$ cat src/hdl/swtrm_pkg.sv
// Shared types and constants for the sliding-window typing rate meter.
// No dependencies; imported by swtrm_cell and sliding_window_typing_rate_meter.
package swtrm_pkg;

  localparam int BUCKET_W       = 16;
  localparam int SECONDS_W      = 32;
  localparam int RATE_W         = 8;
  localparam int BAND_W         = 3;
  localparam int LIMIT_W        = 8;
  localparam int REG_INDEX_W    = 2;
  localparam int S_TDATA_W      = 40;
  localparam int M_TDATA_W      = 16;
  localparam int WINDOW_DEFAULT = 15;
  localparam int WPM_SCALE      = 12;

  localparam logic [RATE_W-1:0] RATE_MAX = 8'd255;

  localparam logic [BAND_W-1:0] BAND_IDLE = 3'd0;
  localparam logic [BAND_W-1:0] BAND_PREP = 3'd1;
  localparam logic [BAND_W-1:0] BAND_SLOW = 3'd2;
  localparam logic [BAND_W-1:0] BAND_MID  = 3'd3;
  localparam logic [BAND_W-1:0] BAND_FAST = 3'd4;
  localparam logic [BAND_W-1:0] BAND_NONE = 3'd5;

  localparam logic [REG_INDEX_W-1:0] REG_IDLE_LIMIT = 2'd0;
  localparam logic [REG_INDEX_W-1:0] REG_PREP_LIMIT = 2'd1;
  localparam logic [REG_INDEX_W-1:0] REG_SLOW_LIMIT = 2'd2;
  localparam logic [REG_INDEX_W-1:0] REG_MID_LIMIT  = 2'd3;

  localparam logic [LIMIT_W-1:0] IDLE_LIMIT_RST = 8'd10;
  localparam logic [LIMIT_W-1:0] PREP_LIMIT_RST = 8'd20;
  localparam logic [LIMIT_W-1:0] SLOW_LIMIT_RST = 8'd60;
  localparam logic [LIMIT_W-1:0] MID_LIMIT_RST  = 8'd100;

  typedef enum logic [2:0] {
    ST_IDLE,
    ST_FOLD,
    ST_SUM,
    ST_SCALE,
    ST_DIV,
    ST_FINISH
  } meter_state_t;

endpackage

$ cat src/hdl/swtrm_cell.sv
// One bucket of the per-second ring: a count register that takes its
// neighbour's value whenever the ring shifts. Depends on swtrm_pkg.
module swtrm_cell import swtrm_pkg::*; (
  input  logic                clk,
  input  logic                rst,
  input  logic                shift,
  input  logic [BUCKET_W-1:0] shift_in,
  output logic [BUCKET_W-1:0] value
);

  always_ff @(posedge clk) begin
    if (rst) begin
      value <= '0;
    end else if (shift) begin
      value <= shift_in;
    end
  end

endmodule

$ cat src/hdl/sliding_window_typing_rate_meter.sv
// Sliding-window typing rate meter: top level with control sequencer,
// divider and a ring of swtrm_cell buckets. Depends on swtrm_pkg.
//
// Input stream (s_*): s_tuser selects a key event (0) or a once-per-second
// tick (1). s_tdata carries key_down in bit 0 and now_seconds in bits 32:1.
// A key release gives no result. A tick folds elapsed seconds into the
// bucket ring (one second per cycle, at most WINDOW_SECONDS), rotates the
// ring once round to total it, scales and divides by a reciprocal multiply
// and loads the result register; the next item is taken once the sequencer
// is back in idle.
// Output stream (m_*): one transaction per tick with rate, band and change
// flag. A stalled receiver holds the result register; key events are still
// taken meanwhile, and a following tick waits in its last step until the
// register is free.
// Configuration: wr_en/wr_index/wr_data write the four band limits; the user must write them idle only (not enforced).
// Reset (synchronous, rst high) clears the ring, pending count and start
// second, restores the default limits and marks no band seen yet.
module sliding_window_typing_rate_meter import swtrm_pkg::*; #(
  parameter int WINDOW_SECONDS = WINDOW_DEFAULT
) (
  input  logic                   clk,
  input  logic                   rst,
  input  logic                   s_tvalid,
  output logic                   s_tready,
  input  logic [S_TDATA_W-1:0]   s_tdata,  // key_down[0], now_seconds[32:1], zero pad
  input  logic                   s_tuser,  // func
  output logic                   m_tvalid,
  input  logic                   m_tready,
  output logic [M_TDATA_W-1:0]   m_tdata,  // rate_wpm[7:0], band[10:8], band_changed[11]
  input  logic                   wr_en,
  input  logic [REG_INDEX_W-1:0] wr_index,
  input  logic [LIMIT_W-1:0]     wr_data
);

  localparam int CNT_W     = $clog2(WINDOW_SECONDS + 1);
  localparam int SUM_W     = $clog2(WINDOW_SECONDS * ((1 << BUCKET_W) - 1) + 1);
  localparam int PROD_W    = SUM_W + 4;
  localparam int SAT_LIMIT = WINDOW_SECONDS << RATE_W;
  localparam int DIV_N     = $clog2(SAT_LIMIT);
  localparam int DIV_L     = $clog2(WINDOW_SECONDS);
  localparam int DIV_S     = DIV_N + DIV_L;
  localparam int RECIP     = ((1 << DIV_S) + WINDOW_SECONDS - 1) / WINDOW_SECONDS;
  localparam int QPROD_W   = DIV_N + DIV_S + 1;

  meter_state_t state, state_next;

  logic [BUCKET_W-1:0]  pending;
  logic [SECONDS_W-1:0] folded_second;
  logic [BAND_W-1:0]    last_band;
  logic [LIMIT_W-1:0]   idle_limit, prep_limit, slow_limit, mid_limit;

  logic [BUCKET_W-1:0]  fold_data;
  logic [CNT_W-1:0]     step_cnt;
  logic [SUM_W-1:0]     acc;
  logic [DIV_N-1:0]     scaled;
  logic [RATE_W-1:0]    quot;
  logic                 sat;

  logic [BUCKET_W-1:0]  bucket [WINDOW_SECONDS];
  logic                 ring_shift;
  logic [BUCKET_W-1:0]  ring_feed;
  logic                 out_load;

  logic                 accept, is_tick, started, advance, wide;
  logic [SECONDS_W-1:0] now, gap;
  logic [PROD_W-1:0]    prod;
  logic [QPROD_W-1:0]   qprod;
  logic [RATE_W-1:0]    rate;
  logic [BAND_W-1:0]    band;

  // ring of buckets; bucket[0] holds the oldest second in the window
  for (genvar k = 0; k < WINDOW_SECONDS; k++) begin : g_cell
    logic [BUCKET_W-1:0] cell_in;
    if (k == WINDOW_SECONDS - 1) begin : g_tail
      assign cell_in = ring_feed;
    end else begin : g_body
      assign cell_in = bucket[k+1];
    end
    swtrm_cell u_cell (
      .clk      (clk),
      .rst      (rst),
      .shift    (ring_shift),
      .shift_in (cell_in),
      .value    (bucket[k])
    );
  end

  assign accept  = s_tvalid && s_tready;
  assign is_tick = s_tuser;
  assign now     = s_tdata[SECONDS_W:1];
  assign gap     = now - folded_second;
  assign started = (folded_second != '0);
  assign advance = started && (now > folded_second);
  assign wide    = (gap > SECONDS_W'(WINDOW_SECONDS));
  assign prod    = PROD_W'(acc) * PROD_W'(WPM_SCALE);
  assign qprod   = QPROD_W'(scaled) * QPROD_W'(RECIP);
  assign rate    = sat ? RATE_MAX : quot;

  always_comb begin
    priority if (rate < idle_limit) begin
      band = BAND_IDLE;
    end else if (rate < prep_limit) begin
      band = BAND_PREP;
    end else if (rate < slow_limit) begin
      band = BAND_SLOW;
    end else if (rate < mid_limit) begin
      band = BAND_MID;
    end else begin
      band = BAND_FAST;
    end
  end

  always_comb begin
    state_next = state;
    unique case (state)
      ST_IDLE: begin
        if (s_tvalid && is_tick) begin
          state_next = advance ? ST_FOLD : ST_SUM;
        end
      end
      ST_FOLD: begin
        if (step_cnt == CNT_W'(1)) state_next = ST_SUM;
      end
      ST_SUM: begin
        if (step_cnt == CNT_W'(1)) state_next = ST_SCALE;
      end
      ST_SCALE: state_next = ST_DIV;
      ST_DIV:   state_next = ST_FINISH;
      ST_FINISH: begin
        if (!m_tvalid || m_tready) state_next = ST_IDLE;
      end
      default: state_next = ST_IDLE;
    endcase
  end

  always_comb begin
    s_tready   = 1'b0;
    ring_shift = 1'b0;
    ring_feed  = bucket[0];
    out_load   = 1'b0;
    unique case (state)
      ST_IDLE:   s_tready = 1'b1;
      ST_FOLD: begin
        ring_shift = 1'b1;
        ring_feed  = fold_data;
      end
      ST_SUM:    ring_shift = 1'b1;
      ST_SCALE:  ;
      ST_DIV:    ;
      ST_FINISH: out_load = !m_tvalid || m_tready;
      default:   ;
    endcase
  end

  always_ff @(posedge clk) begin
    if (rst) begin
      state         <= ST_IDLE;
      pending       <= '0;
      folded_second <= '0;
      last_band     <= BAND_NONE;
      idle_limit    <= IDLE_LIMIT_RST;
      prep_limit    <= PREP_LIMIT_RST;
      slow_limit    <= SLOW_LIMIT_RST;
      mid_limit     <= MID_LIMIT_RST;
      m_tvalid      <= 1'b0;
    end else begin
      state <= state_next;
      if (wr_en) begin
        unique case (wr_index)
          REG_IDLE_LIMIT: idle_limit <= wr_data;
          REG_PREP_LIMIT: prep_limit <= wr_data;
          REG_SLOW_LIMIT: slow_limit <= wr_data;
          REG_MID_LIMIT:  mid_limit  <= wr_data;
          default: ;
        endcase
      end
      if (accept && !is_tick && !s_tdata[0]) begin
        pending <= pending + 1'b1;
      end
      if (accept && is_tick) begin
        if (!started) begin
          folded_second <= now;
        end else if (advance) begin
          folded_second <= now;
          pending       <= '0;
        end
      end
      if (out_load) begin
        m_tvalid  <= 1'b1;
        last_band <= band;
      end else if (m_tready) begin
        m_tvalid <= 1'b0;
      end
    end
  end

  always_ff @(posedge clk) begin
    unique case (state)
      ST_IDLE: begin
        fold_data <= wide ? '0 : pending;
        step_cnt  <= (advance && !wide) ? gap[CNT_W-1:0] : CNT_W'(WINDOW_SECONDS);
        acc       <= '0;
      end
      ST_FOLD: begin
        fold_data <= '0;
        step_cnt  <= (step_cnt == CNT_W'(1)) ? CNT_W'(WINDOW_SECONDS) : step_cnt - 1'b1;
      end
      ST_SUM: begin
        acc      <= acc + SUM_W'(bucket[0]);
        step_cnt <= step_cnt - 1'b1;
      end
      ST_SCALE: begin
        sat    <= (prod >= PROD_W'(SAT_LIMIT));
        scaled <= prod[DIV_N-1:0];
      end
      ST_DIV: begin
        quot <= qprod[DIV_S +: RATE_W];
      end
      ST_FINISH: begin
        if (out_load) begin
          m_tdata <= {(M_TDATA_W - RATE_W - BAND_W - 1)'(0), band != last_band, band, rate};
        end
      end
      default: ;
    endcase
  end

`ifndef NO_ASSERTIONS
  a_fold_count: assert property (@(posedge clk) disable iff (rst)
    (state == ST_FOLD) |-> (step_cnt != '0 && step_cnt <= CNT_W'(WINDOW_SECONDS)))
    else $error("fold step count out of range");

  a_start_second: assert property (@(posedge clk) disable iff (rst)
    (accept && is_tick) |=>
      (folded_second == $past(now) || folded_second == $past(folded_second)))
    else $error("start second moved to an unexpected value");

  a_key_no_result: assert property (@(posedge clk) disable iff (rst)
    (accept && !is_tick && !m_tvalid) |=> !m_tvalid)
    else $error("key event produced a result");

  a_band_range: assert property (@(posedge clk) disable iff (rst)
    m_tvalid |-> (m_tdata[RATE_W+BAND_W-1:RATE_W] <= BAND_FAST))
    else $error("band code out of range");
`endif

endmodule
$ cat config.mk
export PLATFORM = sky130hd
export DESIGN_NAME = sliding_window_typing_rate_meter
export DESIGN_NICKNAME = d
export VERILOG_FILES = /design/src/hdl/swtrm_pkg.sv /design/src/hdl/swtrm_cell.sv /design/src/hdl/sliding_window_typing_rate_meter.sv
export SDC_FILE = /design/constraint.sdc
export NUM_CORES = 1
export LEC_CHECK = 0
export BUFFER_PORTS_ARGS = -buffer_cell sky130_fd_sc_hd__buf_2
export CAP_MARGIN = 10
export CORE_MARGIN = 4
export CORE_UTILIZATION = 47
export CTS_CLUSTER_SIZE = 10
export DETAILED_ROUTE_END_ITERATION = 7
export PLACE_DENSITY = 0.6
export SYNTH_ARGS = -nofsm -noshare
export SYNTH_HDL_FRONTEND = slang
export SYNTH_SLANG_ARGS = --single-unit
$ cat constraint.sdc
create_clock -name clk -period 8.3 [get_ports clk]
set_input_delay 1.66 -clock clk [delete_from_list [all_inputs] [get_ports clk]]
set_output_delay 1.66 -clock clk [all_outputs]
set_load 0.02 [all_outputs]
# After elaboration in Yosys (flattened, before gate mapping)
# Index checks and enable logic that the tools add are counted.
[word_totals]
wordCells = 115
register_bits = 398
out_inout_bits = 18
[op_classes]
n_reduce_logical = 27
n_addsub = 4
n_mux = 29
n_eq_ne = 15
order_cmp = 7
multipliers = 2
[ops]
columns = ["op", "n"]
rows = [
  ["two-way mux 16 bit", 6],
  ["two-way mux 32 bit", 2],
  ["case mux 20 bit (2 select lines)", 1],
  ["greater-than comparator 32 bit", 1],
  ["greater-than comparator 32 x 4 -> 1 bit, second input constant", 1],
  ["less-than comparator 8 bit", 4],
  ["case mux 16 bit (2 select lines)", 1],
  ["nonzero test 32 bit", 1],
  ["subtractor 32 bit", 1],
  ["greater-or-equal comparator 24 x 12 -> 1 bit, second input constant", 1],
  ["two-way mux 3 bit", 8],
  ["multiplier 20 x 2 -> 22 bit, second input constant", 1],
  ["multiplier 10 x 12 -> 21 bit, second input constant", 1],
  ["adder 20 x 16 -> 20 bit", 1],
  ["case mux 3 bit (6 select lines)", 1],
  ["adder 16 x 1 -> 16 bit, second input constant", 1],
  ["case mux 4 bit (3 select lines)", 1],
  ["AND reduction 2 bit", 6],
  ["two-way mux 4 bit", 2],
  ["two-way mux 8 bit", 1],
  ["!= test 2 bit, second input constant", 4],
  ["logical AND 1 bit", 7],
  ["== test 3 x 2 -> 1 bit, second input constant", 2],
  ["== test 3 bit, second input constant", 2],
  ["17 further kinds", 27],
]

# Longest topological paths before layout
# Gate-level depths: netlist of the first run.
[depth]
word_depth = 9
mapped_depth = 17
ltp_nobuf = 17

# Cells and area by module
# Synthesis of the first run repeated with hierarchy kept, for this count alone.
[hier_totals]
hier_cells = 2111
area_unflattened_um2 = 20522.2
[by_module_without_submodules]
columns = ["module", "instances", "cells_per_inst", "area_each_um2"]
rows = [
  ["sliding_window_typing_rate_meter", 1, 1331, 11813.8],
  ["swtrm_cell", 15, 52, 580.6],
]

# Worst setup path before layout of the first run
# No wires, ideal clock.
[synth_path]
kind = "in2reg"
start = "in s_tdata[1]"
end = "reg step_cnt[0] (data pin)"
slack_ps = 3519
stages = 13
t_arrival_ps = 4500
required_time_ps = 8019
n_path_buf = 0
path_cell_list = "inv_1 > ha_1 > fa_1 > nor2b_1 > o211ai_1 > a31o_2 > a31o_4 > o21ba_2 > mux2i_1 > a2111oi_2 > nand4_2 > nor4_2 > a22oi_1"
[synth_between]
elab_chain_cells = 6
elab_cells_between_ends = 8
cone_classes = "add/sub: 1; order compare: 2; mux: 2; reduce/logical: 3"
[synth_lines]
columns = ["item", "line", "rtl"]
rows = [
  ["start: declaration", "sliding_window_typing_rate_meter.sv:25", "input logic [S_TDATA_W-1:0] s_tdata,"],
  ["subtractor 32 bit", "sliding_window_typing_rate_meter.sv:91", "assign gap = now - folded_second;"],
  ["greater-than comparator 32 x 4 -> 1 bit", "sliding_window_typing_rate_meter.sv:94", "assign wide = (gap > SECONDS_W'(WINDOW_SECONDS));"],
  ["logical NOT 1 bit", "sliding_window_typing_rate_meter.sv:201", "step_cnt <= (advance && !wide) ? gap[CNT_W-1:0] : CNT_W'(WINDOW_SECONDS);"],
  ["logical AND 1 bit", "sliding_window_typing_rate_meter.sv:201", ""],
  ["two-way mux 4 bit *", "sliding_window_typing_rate_meter.sv:201", ""],
  ["case mux 4 bit (3 select lines) *", "sliding_window_typing_rate_meter.sv:198", "unique case (state)"],
  ["end signal: assignment", "sliding_window_typing_rate_meter.sv:201", ""],
  ["end signal: assignment", "sliding_window_typing_rate_meter.sv:206", "step_cnt <= (step_cnt == CNT_W'(1)) ? CNT_W'(WINDOW_SECONDS) : step_cnt - 1'b1;"],
  ["end signal: assignment", "sliding_window_typing_rate_meter.sv:210", "step_cnt <= step_cnt - 1'b1;"],
  ["end: declaration", "sliding_window_typing_rate_meter.sv:53", "logic [CNT_W-1:0] step_cnt;"],
]
# Mark *: on every way between the ends. The rest lies on a longest branch, timed or not.
# A chain may end at the register's enable or synchronous reset.

# Final worst setup path of the first run
[layout_path]
start = "in s_tdata[1]"
end = "reg fold_data[8] (data pin)"
[layout_between]
elab_chain_cells = 4
[layout_lines]
columns = ["item", "line", "rtl"]
rows = [
  ["subtractor 32 bit", "sliding_window_typing_rate_meter.sv:91", ""],
  ["greater-than comparator 32 x 4 -> 1 bit", "sliding_window_typing_rate_meter.sv:94", ""],
  ["two-way mux 16 bit", "sliding_window_typing_rate_meter.sv:200", "fold_data <= wide ? '0 : pending;"],
  ["case mux 16 bit (2 select lines)", "sliding_window_typing_rate_meter.sv:198", ""],
  ["end signal: assignment", "sliding_window_typing_rate_meter.sv:200", ""],
  ["end: declaration", "sliding_window_typing_rate_meter.sv:52", "logic [BUCKET_W-1:0] fold_data;"],
]
# No other way between the ends.

==> reports/summary.txt, run 1 <==
share of cells above drive strength 1 -> 6.62%
CTS tree -> yes
Post-CTS Setup Repair Bufs -> 0
drt drc -> 0
HPWL after DPL -> 28700 um
max incr delay on CP -> 660 ps
Comb power frac -> 33.8%
final-layout fill cell count -> 4017
wire per inst -> 14.5 um
worst-margin pin slew -> 1130 ps
Die Area -> 45700 um2
register area share after synthesis -> 43.6%
die height -> 214 um
TritonRoute pass-1 iters -> 5
H-tree levels -> 2
combinational family with the most area after synthesis -> simple AND/OR/NAND/NOR gates
Cells after Synth -> 2363
fraction of power consumed by the clock network -> 28.9%
worst skew pair latency -> 560 ps
Peak VDD IR -> 443 uV
Seq pwr share -> 37.3%
P_sw -> 2.33 mW
Max-slew headroom -> 24.7%
fin nets -> 2571
Critical Path, Cell by Cell -> buf_2 -> inv_1 -> ha_1 -> fa_1 -> nor2b_1 -> o211ai_1 -> a31o_2 -> a2111oi_0 -> nor3b_2 -> xnor2_1 -> nor4_1 -> nand4_2 -> nor4_4 -> and2_1
Synth Area in Simple Gates -> 19.6%
Startpoint Class -> input pin
Worst EP arrival -> 5370 ps
clock sinks -> 398
FFs w/ async S/R, synth -> 0%
Die W -> 214 um
top_reg_cell synth -> dfxtp_1
Req. time, crit path -> 8720 ps
Total Wirelength -> 42400 um
Hold Path Class -> register to register
final core utilization -> 52.1%
crit end category -> register
initial antenna violation count -> 1
Max-cap violations -> 0
clk root buf -> clkbuf_16
Post-Syn Area -> 19900 um2
average cell area after synthesis -> 8.42 um2
power per standard cell area -> 286 nW/um2
core area -> 41900 um2
pin count of the biggest net entering global routing -> 256
via count -> 15442
num rows -> 75
critical path class -> input pin to register
number of vias per cell -> 5.28
fmax -> 202 MHz
GPL Wtd Cong -> 0.871
Syn-to-layout area delta -> 9.82%
#FFs+latches synth -> 398
number of CTS-inserted buffers -> 46
met1 WL -> 20100 um
# diodes -> 0
GRT Total Usage -> 18.3%
hold_buf cts -> 0
slowest CP cell -> nor4_4
metal3 WL -> 1400 um
first-pass GRT wire length -> 70600 um
Synth Area in Adders -> 9.93%
maximum buffer depth of the clock tree -> 3
# resized after CTS -> 0
P_leak -> 8.46 nW
final instance area -> 21900 um2
final setup fails -> 0
Compound-Gate Fraction of Synth Area -> 16.2%
Port-buffer cells -> 62
Cell variety after synth -> 76
Synth warnings -> 0
Post-synth EDFFs -> 71
Post-DP Area -> 20500 um2
clk slew on worst S/H paths -> 60 ps
Synth Area in XOR/XNOR -> 2.82%
total gr overflow -> 0
Hold Fails Final Rpt -> 0
vias in the first global route -> 14345
WHS -> 444 ps
Pint -> 3.93 mW
Worst Path Max Fanout -> 16
top routing layer in use -> met5
starting density of the core -> 47.5%
# IOs -> 74
Switching Share -> 37.3%
fin crit share -> 59.6%
post-synthesis mux area share -> 3.12%
met2 wire len -> 19800 um
initial DRC count -> 979
status -> completed
fin crit period -> 4950 ps
RSZ-0062 raised after global routing -> false
clk_skew -> 13.8 ps
antenna viol nets, final -> 0
setup TNS -> 0 ps
Slew Limit Fails -> 0
## cell usage in the layout, fill, tap and decap left out, drive strengths merged, types with 20 or more instances in the layout
cell      n
ha      142
xnor2    28
buf      71
edfxtp   71
inv     121
and2     20
a211oi   28
dfxtp   327
xor2     36
nand3    25
o21ai    53
a21oi   303
nand2   545
mux2i    61
nor3     28
clkbuf   69
a21o     32
nor2    173
nand4    25
## metal layers
metal / GRT usage (%) / up-vias
met3: 3.16 / 65
met2: 30.3 / 197
li1: - / 8051
met5: 0 / -
met1: 24.7 / 7127
met4: 5.21 / 2
## power by group through the flow
stage | combinational [mW] | sequential (mW) | clock, mW
finish | 2.12 | 2.34 | 1.81
detailed placement | 2.12 | 2.38 | 0
global route | 2.39 | 2.36 | 1.95
CTS | 2.13 | 2.34 | 1.86
floorplan | 1.69 | 2.32 | 0
global placement | 2.11 | 2.37 | 0
## Yosys cell counts, types with 11 or more instances
library cell / number / area (um2)
o21a_1: 17 / 128
nand2_1: 545 / 2050
or2_2: 13 / 81.3
xor2_1: 36 / 315
a21o_1: 32 / 240
nor4_1: 14 / 87.6
nor2b_1: 15 / 93.8
and2_1: 20 / 125
a211oi_1: 26 / 195
a21oi_1: 302 / 1510
edfxtp_1: 71 / 2130
nor3_1: 28 / 140
xnor2_1: 28 / 245
inv_1: 121 / 454
dfxtp_1: 327 / 6550
nor2_1: 173 / 649
nand2b_1: 15 / 93.8
clkbuf_1: 107 / 402
a31oi_1: 13 / 81.3
o21ai_0: 49 / 245
nand3_1: 25 / 125
ha_1: 142 / 1780
o211ai_1: 11 / 82.6
mux2i_1: 61 / 611
nand4_1: 24 / 150
## metrics by stage
stage | setup WS [ps] | power, mW | instances
finish | 3350 | 6.26 | 2924
global route | 3020 | 6.70 | 2924
CTS | 3340 | 6.34 | 2924
detailed placement | 2760 | 4.50 | 2854
global placement | 2790 | 4.48 | 2854
floorplan | 3520 | 4.01 | 2366
## critical path: cells and delay by family
| kind | cells | cell delay [ps] |
|---|---|---|
| compound gates | 3 | 1030 |
| xor+xnor | 1 | 140 |
| fa+ha+maj | 2 | 650 |
| buf+inv | 2 | 130 |
| simple gates | 6 | 1750 |
## registers in the layout, indices dropped and copies added (netlist names), 10 cells and up
| signal | flops |
|---|---|
| g_cell.u_cell.value | 240 |
| folded_second | 32 |
| acc | 20 |
| fold_data | 16 |
| pending | 16 |
| m_tdata | 12 |
| scaled | 10 |
## final timing paths
| kind | from | end | slack (ps) | cells past startpoint |
|---|---|---|---|---|
| max | s_tdata[1] | fold_data[8]$_SDFFCE_PP0P_ | 3350 | 14 |
| min | g_cell[1].u_cell.value[12]$_SDFFE_PP0N_ | g_cell[0].u_cell.value[12]$_SDFFE_PP0N_ | 440 | 2 |
| max reg2reg | folded_second[19]$_SDFFE_PP0P_ | fold_data[8]$_SDFFCE_PP0P_ | 4250 | 12 |
| min reg2reg | g_cell[1].u_cell.value[12]$_SDFFE_PP0N_ | g_cell[0].u_cell.value[12]$_SDFFE_PP0N_ | 440 | 2 |
## kinds of logic (layout without fill, tap and decap cells)
kind of cell,count (synthesis),count (layout)
flip-flops,398,398
multiplexers,62,62
AND/OR/NAND/NOR,911,911
buffers and inverters,243,262
XOR/XNOR,64,64
AO/OA/AOI/OAI,532,532
adder cells (fa/ha/maj),152,152
other,1,4
## area by class of cell
| class | instances | area [um2] | share of cell area, % |
|---|---|---|---|
| Clock buffer | 69 | 1310 | 6.00 |
| Timing Repair Buffer | 71 | 413 | 1.89 |
| Multi-Input combinational cell | 1725 | 10300 | 47.2 |
| Clock inverter | 1 | 5.00 | 0.0229 |
| Tap cell | 539 | 674 | 3.09 |
| Inverter | 121 | 454 | 2.08 |
| Sequential cell | 398 | 8680 | 39.7 |
Note: power is estimated with default switching activity, not from simulation.
==> inputs of run 2 (changes only) <==
Clock period 8.3 ns to 5.2 ns, I/O delays scaled along.
==> run 2 against run 1 <==
  * Combinational power up 59%
  * Sequential share of layout area about the same
  * Power up 58%
  * Non-clock buffer count up 4
  * Count of clock-buffer cells in the layout down 3
  * Register-to-register slack worse by 3000 ps
  * Clock power up 55%
  * Via count up 1.3%
  * Global-route usage down 0.20 points
  * Hold slack about the same
  * Sequential cell count unchanged
  * Worst setup slack worse by 2300 ps
==> reports/summary.txt, run 2 (synthesized netlist as in run 1, its figures left out) <==
RSZ-0062 raised after global routing -> false (unchanged)
clk root buf -> clkbuf_16 (unchanged)
fin nets -> 2575 (was 2571)
hold depth -> 2 (unchanged)
reg2reg setup slack -> 1300 ps (was 4250 ps)
antenna viol nets, final -> 0 (unchanged)
GPL Wtd Cong -> 0.897 (was 0.871)
die height -> 214 um (unchanged)
wire per inst -> 14.2 um (was 14.5 um)
fmax -> 240 MHz
Post-DP Area -> 20600 um2 (was 20500 um2)
Port-buffer cells -> 62 (unchanged)
largest registers -> g_cell.u_cell.value x240, folded_second x32, acc x20 (unchanged)
final-layout fill cell count -> 3967 (was 4017)
Comb power frac -> 34.1% (was 33.8%)
worst-margin pin slew -> 937 ps (was 1130 ps)
Post-CTS Setup Repair Bufs -> 0 (unchanged)
HP Start -> g_cell[2].u_cell.value[12]$_SDFFE_PP0N_ (was g_cell[1].u_cell.value[12]$_SDFFE_PP0N_)
clk slew on worst S/H paths -> 60 ps (about the same)
# IOs -> 74 (unchanged)
Hold Path Class -> register to register (unchanged)
fin crit share -> 80.3%
clk_skew -> 16.7 ps (was 13.8 ps)
via count -> 15649 (was 15442)
TritonRoute pass-1 iters -> 7 (was 5)
number of CTS-inserted buffers -> 46 (unchanged)
H-tree levels -> 2 (unchanged)
final setup fails -> 0 (unchanged)
Peak VDD IR -> 431 uV (was 443 uV)
power per standard cell area -> 453 nW/um2 (was 286 nW/um2)
vias in the first global route -> 14418 (was 14345)
Req. time, crit path -> 5490 ps (was 8720 ps)
GRT Total Usage -> 18.1% (was 18.3%)
Total Wirelength -> 41700 um (was 42400 um)
P_sw -> 3.71 mW (was 2.33 mW)
maximum buffer depth of the clock tree -> 3 (unchanged)
total gr overflow -> 0 (unchanged)
Max-slew headroom -> 37.3% (was 24.7%)
initial DRC count -> 1044 (was 979)
Top reg by flops -> g_cell.u_cell.value (unchanged)
# resized after CTS -> 0 (unchanged)
Pint -> 6.20 mW (was 3.93 mW)
clock sinks -> 398 (unchanged)
final instance area -> 21900 um2 (about the same)
Hold Fails Final Rpt -> 0 (unchanged)
fin crit period -> 4170 ps
Switching Share -> 37.4% (was 37.3%)
commonest non-fill, non-tap cells in the layout -> 545 x nand2_1, 327 x dfxtp_1, 302 x a21oi_1 (unchanged)
Largest register FFs -> 240 (unchanged)
# diodes -> 0 (unchanged)
hold endpoint -> g_cell[1].u_cell.value[12]$_SDFFE_PP0N_ (was g_cell[0].u_cell.value[12]$_SDFFE_PP0N_)
worst skew pair latency -> 560 ps (about the same)
num rows -> 75 (unchanged)
crit end category -> register (unchanged)
P_leak -> 8.46 nW (about the same)
Slew Limit Fails -> 0 (unchanged)
Worst EP arrival -> 4460 ps (was 5370 ps)
Die Area -> 45700 um2 (unchanged)
Critical R2R Launch -> folded_second[0]$_SDFFE_PP0P_ (was folded_second[19]$_SDFFE_PP0P_)
setup TNS -> 0 ps (unchanged)
Max-cap violations -> 0 (unchanged)
most common cell after layout, fill and taps aside -> nand2_1 (unchanged)
drt drc -> 0 (unchanged)
hold_buf cts -> 0 (unchanged)
first-pass GRT wire length -> 70100 um (was 70600 um)
Die W -> 214 um (unchanged)
core area -> 41900 um2 (unchanged)
WHS -> 444 ps (about the same)
HPWL after DPL -> 28700 um (about the same)
Critical Path, Cell by Cell -> buf_2 -> inv_1 -> ha_1 -> fa_1 -> nor2b_1 -> o211ai_1 -> a31o_2 -> a31o_4 -> o21ba_2 -> mux2i_1 -> a2111oi_2 -> nand4_2 -> nor4_2 -> a22oi_1 (was buf_2 -> inv_1 -> ha_1 -> fa_1 -> nor2b_1 -> o211ai_1 -> a31o_2 -> a2111oi_0 -> nor3b_2 -> xnor2_1 -> nor4_1 -> nand4_2 -> nor4_4 -> and2_1)
slowest CP cell -> nor4_2 (was nor4_4)
Startpoint Class -> input pin (unchanged)
starting density of the core -> 47.5% (unchanged)
status -> completed (unchanged)
number of vias per cell -> 5.35 (was 5.28)
share of cells above drive strength 1 -> 6.74% (was 6.62%)
pin count of the biggest net entering global routing -> 201 (was 256)
worst r2r dst -> step_cnt[3]$_DFFE_PP_ (was fold_data[8]$_SDFFCE_PP0P_)
initial antenna violation count -> 2 (was 1)
Worst Path Max Fanout -> 8 (was 16)
CTS tree -> yes (unchanged)
critical path class -> input pin to register (unchanged)
R2R depth -> 12 (unchanged)
Syn-to-layout area delta -> 9.84% (was 9.82%)
max incr delay on CP -> 450 ps (was 660 ps)
fraction of power consumed by the clock network -> 28.3% (was 28.9%)
Seq pwr share -> 37.6% (was 37.3%)
run 2: cell count changes in the layout (fill, tap and decap cells not counted), sizes merged:
| cell | before | now |
|---|---|---|
| clkbuf | 69 | 66 |
| inv | 121 | 122 |
| clkinv | 1 | 2 |
| buf | 71 | 75 |
run 2: metrics by stage:
stage	setup slack (ps)	total power [mW]	cells	utilization, %
final	1030	9.91	2927	52.1
after global routing	786	10.6	2927	52.1
after CTS	1050	10.0	2927	52.1
after detailed placement	447	7.18	2858	49.1
after global placement	622	7.13	2858	49.1
after floorplan	1040	6.40	2366	-
run 2: routing by layer:
metal  GRT usage (%)  part of all wire [%]  vias to the layer above
li1                -                     -                     8074
met1            24.3                    47                     7265
met2            30.2                    47                      231
met3            2.79                   3.5                       75
met4            5.56                   2.6                        4
met5               0                 0.082                        -
run 2: final cells by class:
| class | count | area (um2) | area share [%] |
|---|---|---|---|
| clock buffer | 66 | 1240 | 5.65 |
| clock inverter | 3 | 41.3 | 0.189 |
| inverter | 121 | 454 | 2.08 |
| multi-input combinational | 1725 | 10300 | 47.2 |
| sequential | 398 | 8680 | 39.7 |
| tap | 539 | 674 | 3.08 |
| timing repair buffer | 75 | 455 | 2.08 |
run 2: how the worst max path moves through the flow:
stage / start / end / cells after the start
after detailed placement: s_tdata[1] / step_cnt[2]$_DFFE_PP_ / 14
after floorplan: s_tdata[1] / step_cnt[0]$_DFFE_PP_ / 13
after CTS: s_tdata[1] / step_cnt[3]$_DFFE_PP_ / 14
after global routing: s_tdata[1] / step_cnt[2]$_DFFE_PP_ / 14
after global placement: s_tdata[1] / step_cnt[0]$_DFFE_PP_ / 14
final: s_tdata[1] / step_cnt[3]$_DFFE_PP_ / 14
run 2: power by group through the flow:
stage	registers (mW)	clock network, mW	logic (mW)
global placement	3.79	0	3.35
finish	3.73	2.81	3.38
floorplan	3.71	0	2.69
global route	3.77	3.03	3.81
detailed placement	3.79	0	3.38
CTS	3.73	2.92	3.40
run 2: critical path, delay by kind of cell:
| kind | cells | cell delay (ps) |
|---|---|---|
| mux | 1 | 160 |
| compound gates | 6 | 1600 |
| fa+ha+maj | 2 | 610 |
| buf+inv | 2 | 130 |
| simple gates | 3 | 920 |
==> inputs of run 3 (changes only) <==
Clock period 5.2 ns to 4.3 ns, I/O delays scaled along.
==> run 3 against run 2 <==
  * Register-to-register slack got worse by 940 ps
  * Worst setup slack got worse by 670 ps
  * Via count increased by 0.80%
  * First-iteration DRC count decreased by 7.2%
  * Non-clock buffer count increased by 20
  * Sequential share of layout area decreased by 0.53 points
  * Final cell count increased by 0.68%
  * Global-route usage increased by 0.32 points
  * Highest routed layer unchanged
==> reports/summary.txt, run 3 (synthesized netlist as in run 1, its figures left out) <==
# IOs -> 74 (unchanged)
maximum buffer depth of the clock tree -> 3 (unchanged)
CTS tree -> yes (unchanged)
via count -> 15774 (was 15649)
Pint -> 7.75 mW (was 6.20 mW)
drt drc -> 0 (unchanged)
num rows -> 75 (unchanged)
placed instance count -> 2878 (was 2858)
commonest non-fill, non-tap cells in the layout -> 545 x nand2_1, 327 x dfxtp_1, 302 x a21oi_1 (unchanged)
Hold Path Class -> register to register (unchanged)
Seq pwr share -> 36.8% (was 37.6%)
clock sinks -> 398 (unchanged)
clk_skew -> 21.3 ps (was 16.7 ps)
Worst Path Max Fanout -> 4 (was 8)
antenna viol nets, final -> 0 (unchanged)
status -> completed (unchanged)
Syn-to-layout area delta -> 11.3% (was 9.84%)
total gr overflow -> 0 (unchanged)
Total Wirelength -> 42600 um (was 41700 um)
Port-buffer cells -> 62 (unchanged)
fin nets -> 2596 (was 2575)
# resized after CTS -> 0 (unchanged)
final-layout fill cell count -> 3970 (was 3967)
Slew Limit Fails -> 0 (unchanged)
initial DRC count -> 969 (was 1044)
Comb power frac -> 34.2% (was 34.1%)
fin crit period -> 3940 ps
Peak VDD IR -> 443 uV (was 431 uV)
Die W -> 214 um (unchanged)
GRT Total Usage -> 18.4% (was 18.1%)
# diodes -> 0 (unchanged)
Largest register FFs -> 240 (unchanged)
Switching Share -> 36.8% (was 37.4%)
Die Area -> 45700 um2 (unchanged)
Max-cap violations -> 0 (unchanged)
worst-margin pin slew -> 885 ps (was 937 ps)
Post-CTS Setup Repair Bufs -> 0 (unchanged)
starting density of the core -> 47.5% (unchanged)
Top reg by flops -> g_cell.u_cell.value (unchanged)
share of cells above drive strength 1 -> 7.72% (was 6.74%)
setup TNS -> 0 ps (unchanged)
Worst EP arrival -> 4240 ps (was 4460 ps)
final setup fails -> 0 (unchanged)
fraction of power consumed by the clock network -> 29.0% (was 28.3%)
critical path class -> register to register (was input pin to register)
largest registers -> g_cell.u_cell.value x240, folded_second x32, acc x20 (unchanged)
most common cell after layout, fill and taps aside -> nand2_1 (unchanged)
initial antenna violation count -> 1 (was 2)
HPWL after DPL -> 29600 um (was 28700 um)
clk root buf -> clkbuf_16 (unchanged)
pin count of the biggest net entering global routing -> 130 (was 201)
number of CTS-inserted buffers -> 47 (was 46)
Startpoint Class -> register (was input pin)
RSZ-0062 raised after global routing -> false (unchanged)
P_sw -> 4.52 mW (was 3.71 mW)
fmax -> 254 MHz
hold_buf cts -> 0 (unchanged)
H-tree levels -> 2 (unchanged)
non-filler instance count after layout -> 2947 (was 2927)
die height -> 214 um (unchanged)
fin crit share -> 91.7%
first-pass GRT wire length -> 70900 um (was 70100 um)
worst skew pair latency -> 560 ps (about the same)
P_leak -> 8.63 nW (was 8.46 nW)
vias in the first global route -> 14692 (was 14418)
WHS -> 430 ps (was 444 ps)
GPL Wtd Cong -> 0.892 (was 0.897)
wire per inst -> 14.5 um (was 14.2 um)
clk slew on worst S/H paths -> 50 ps (was 60 ps)
crit end category -> register (unchanged)
power per standard cell area -> 554 nW/um2 (was 453 nW/um2)
core area -> 41900 um2 (unchanged)
number of vias per cell -> 5.35 (about the same)
TritonRoute pass-1 iters -> 5 (was 7)
Hold Fails Final Rpt -> 0 (unchanged)
Max-slew headroom -> 40.8% (was 37.3%)
Req. time, crit path -> 4590 ps (was 5490 ps)
==> run 3: changes by cell type in the layout (fill, tap and decap cells not counted) <==
| cell | previous run | this run |
|---|---|---|
| clkbuf_1 | 19 | 14 |
| inv_16 | 1 | 0 |
| clkbuf_8 | 1 | 3 |
| buf_4 | 10 | 25 |
| clkinv_4 | 0 | 1 |
| buf_12 | 3 | 8 |
| clkinv_8 | 1 | 0 |
| clkbuf_16 | 46 | 50 |
==> run 3: final cells by class <==
| type | instances | area, um2 | area share, % |
|---|---|---|---|
| Clock buffer | 67 | 1350 | 6.07 |
| Tap cell | 539 | 674 | 3.04 |
| Timing Repair Buffer | 95 | 668 | 3.02 |
| Multi-Input combinational cell | 1725 | 10300 | 46.6 |
| Clock inverter | 2 | 13.8 | 0.0621 |
| Inverter | 121 | 454 | 2.05 |
| Sequential cell | 398 | 8680 | 39.2 |
==> run 3: per-stage QoR <==
| stage | total power [mW] | cell area [um2] | setup WS, ps | util [%] |
|---|---|---|---|---|
| global route | 13.1 | 22200 | 45.3 | 52.8 |
| detailed placement | 8.80 | 20800 | -14.5 | 49.6 |
| finish | 12.3 | 22200 | 359 | 52.8 |
| floorplan | 7.74 | 19900 | 319 | - |
| global placement | 8.74 | 20800 | 15.1 | 49.6 |
| CTS | 12.4 | 22200 | 319 | 52.8 |
==> run 3: final timing paths <==
| kind | start | endpoint | slack, ps | cells past startpoint |
|---|---|---|---|---|
| worst max-delay path | scaled[9]$_DFFE_PN_ | quot[7]$_DFFE_PN_ | 360 | 16 |
| worst min-delay path | g_cell[3].u_cell.value[3]$_SDFFE_PP0N_ | g_cell[2].u_cell.value[3]$_SDFFE_PP0N_ | 430 | 2 |
| worst max register to register | scaled[9]$_DFFE_PN_ | quot[7]$_DFFE_PN_ | 360 | 16 |
| worst min register to register | g_cell[3].u_cell.value[3]$_SDFFE_PP0N_ | g_cell[2].u_cell.value[3]$_SDFFE_PP0N_ | 430 | 2 |
==> run 3: critical path, cell delays in order, from the launching register on <==
cell	delay [ps]
edfxtp_1	480
ha_1	330
ha_1	280
inv_1	50
fa_1	510
inv_1	40
ha_1	270
nand2_1	50
o21bai_1	170
a21oi_1	90
o21ai_0	260
nand2_1	130
o21ai_0	380
nand2_1	130
a21oi_1	260
a21oi_1	130
xnor2_1	140
==> run 3: power by group through the flow <==
stage | combinational (mW) | sequential, mW | clock, mW
after floorplan | 3.26 | 4.49 | 0
after global placement | 4.16 | 4.58 | 0
after detailed placement | 4.20 | 4.59 | 0
after CTS | 4.23 | 4.52 | 3.68
after global routing | 4.75 | 4.56 | 3.84
final | 4.19 | 4.51 | 3.56
==> run 3: per-layer routing <==
metal	GRT usage [%]	routed length, um	vias to the layer above	share of wire (%)
met5	0	13	-	0.031
met4	5.12	938	2	2.2
met3	3.34	1440	70	3.4
met2	31.7	20500	202	48
met1	23.8	19800	7388	46
li1	-	-	8112	-
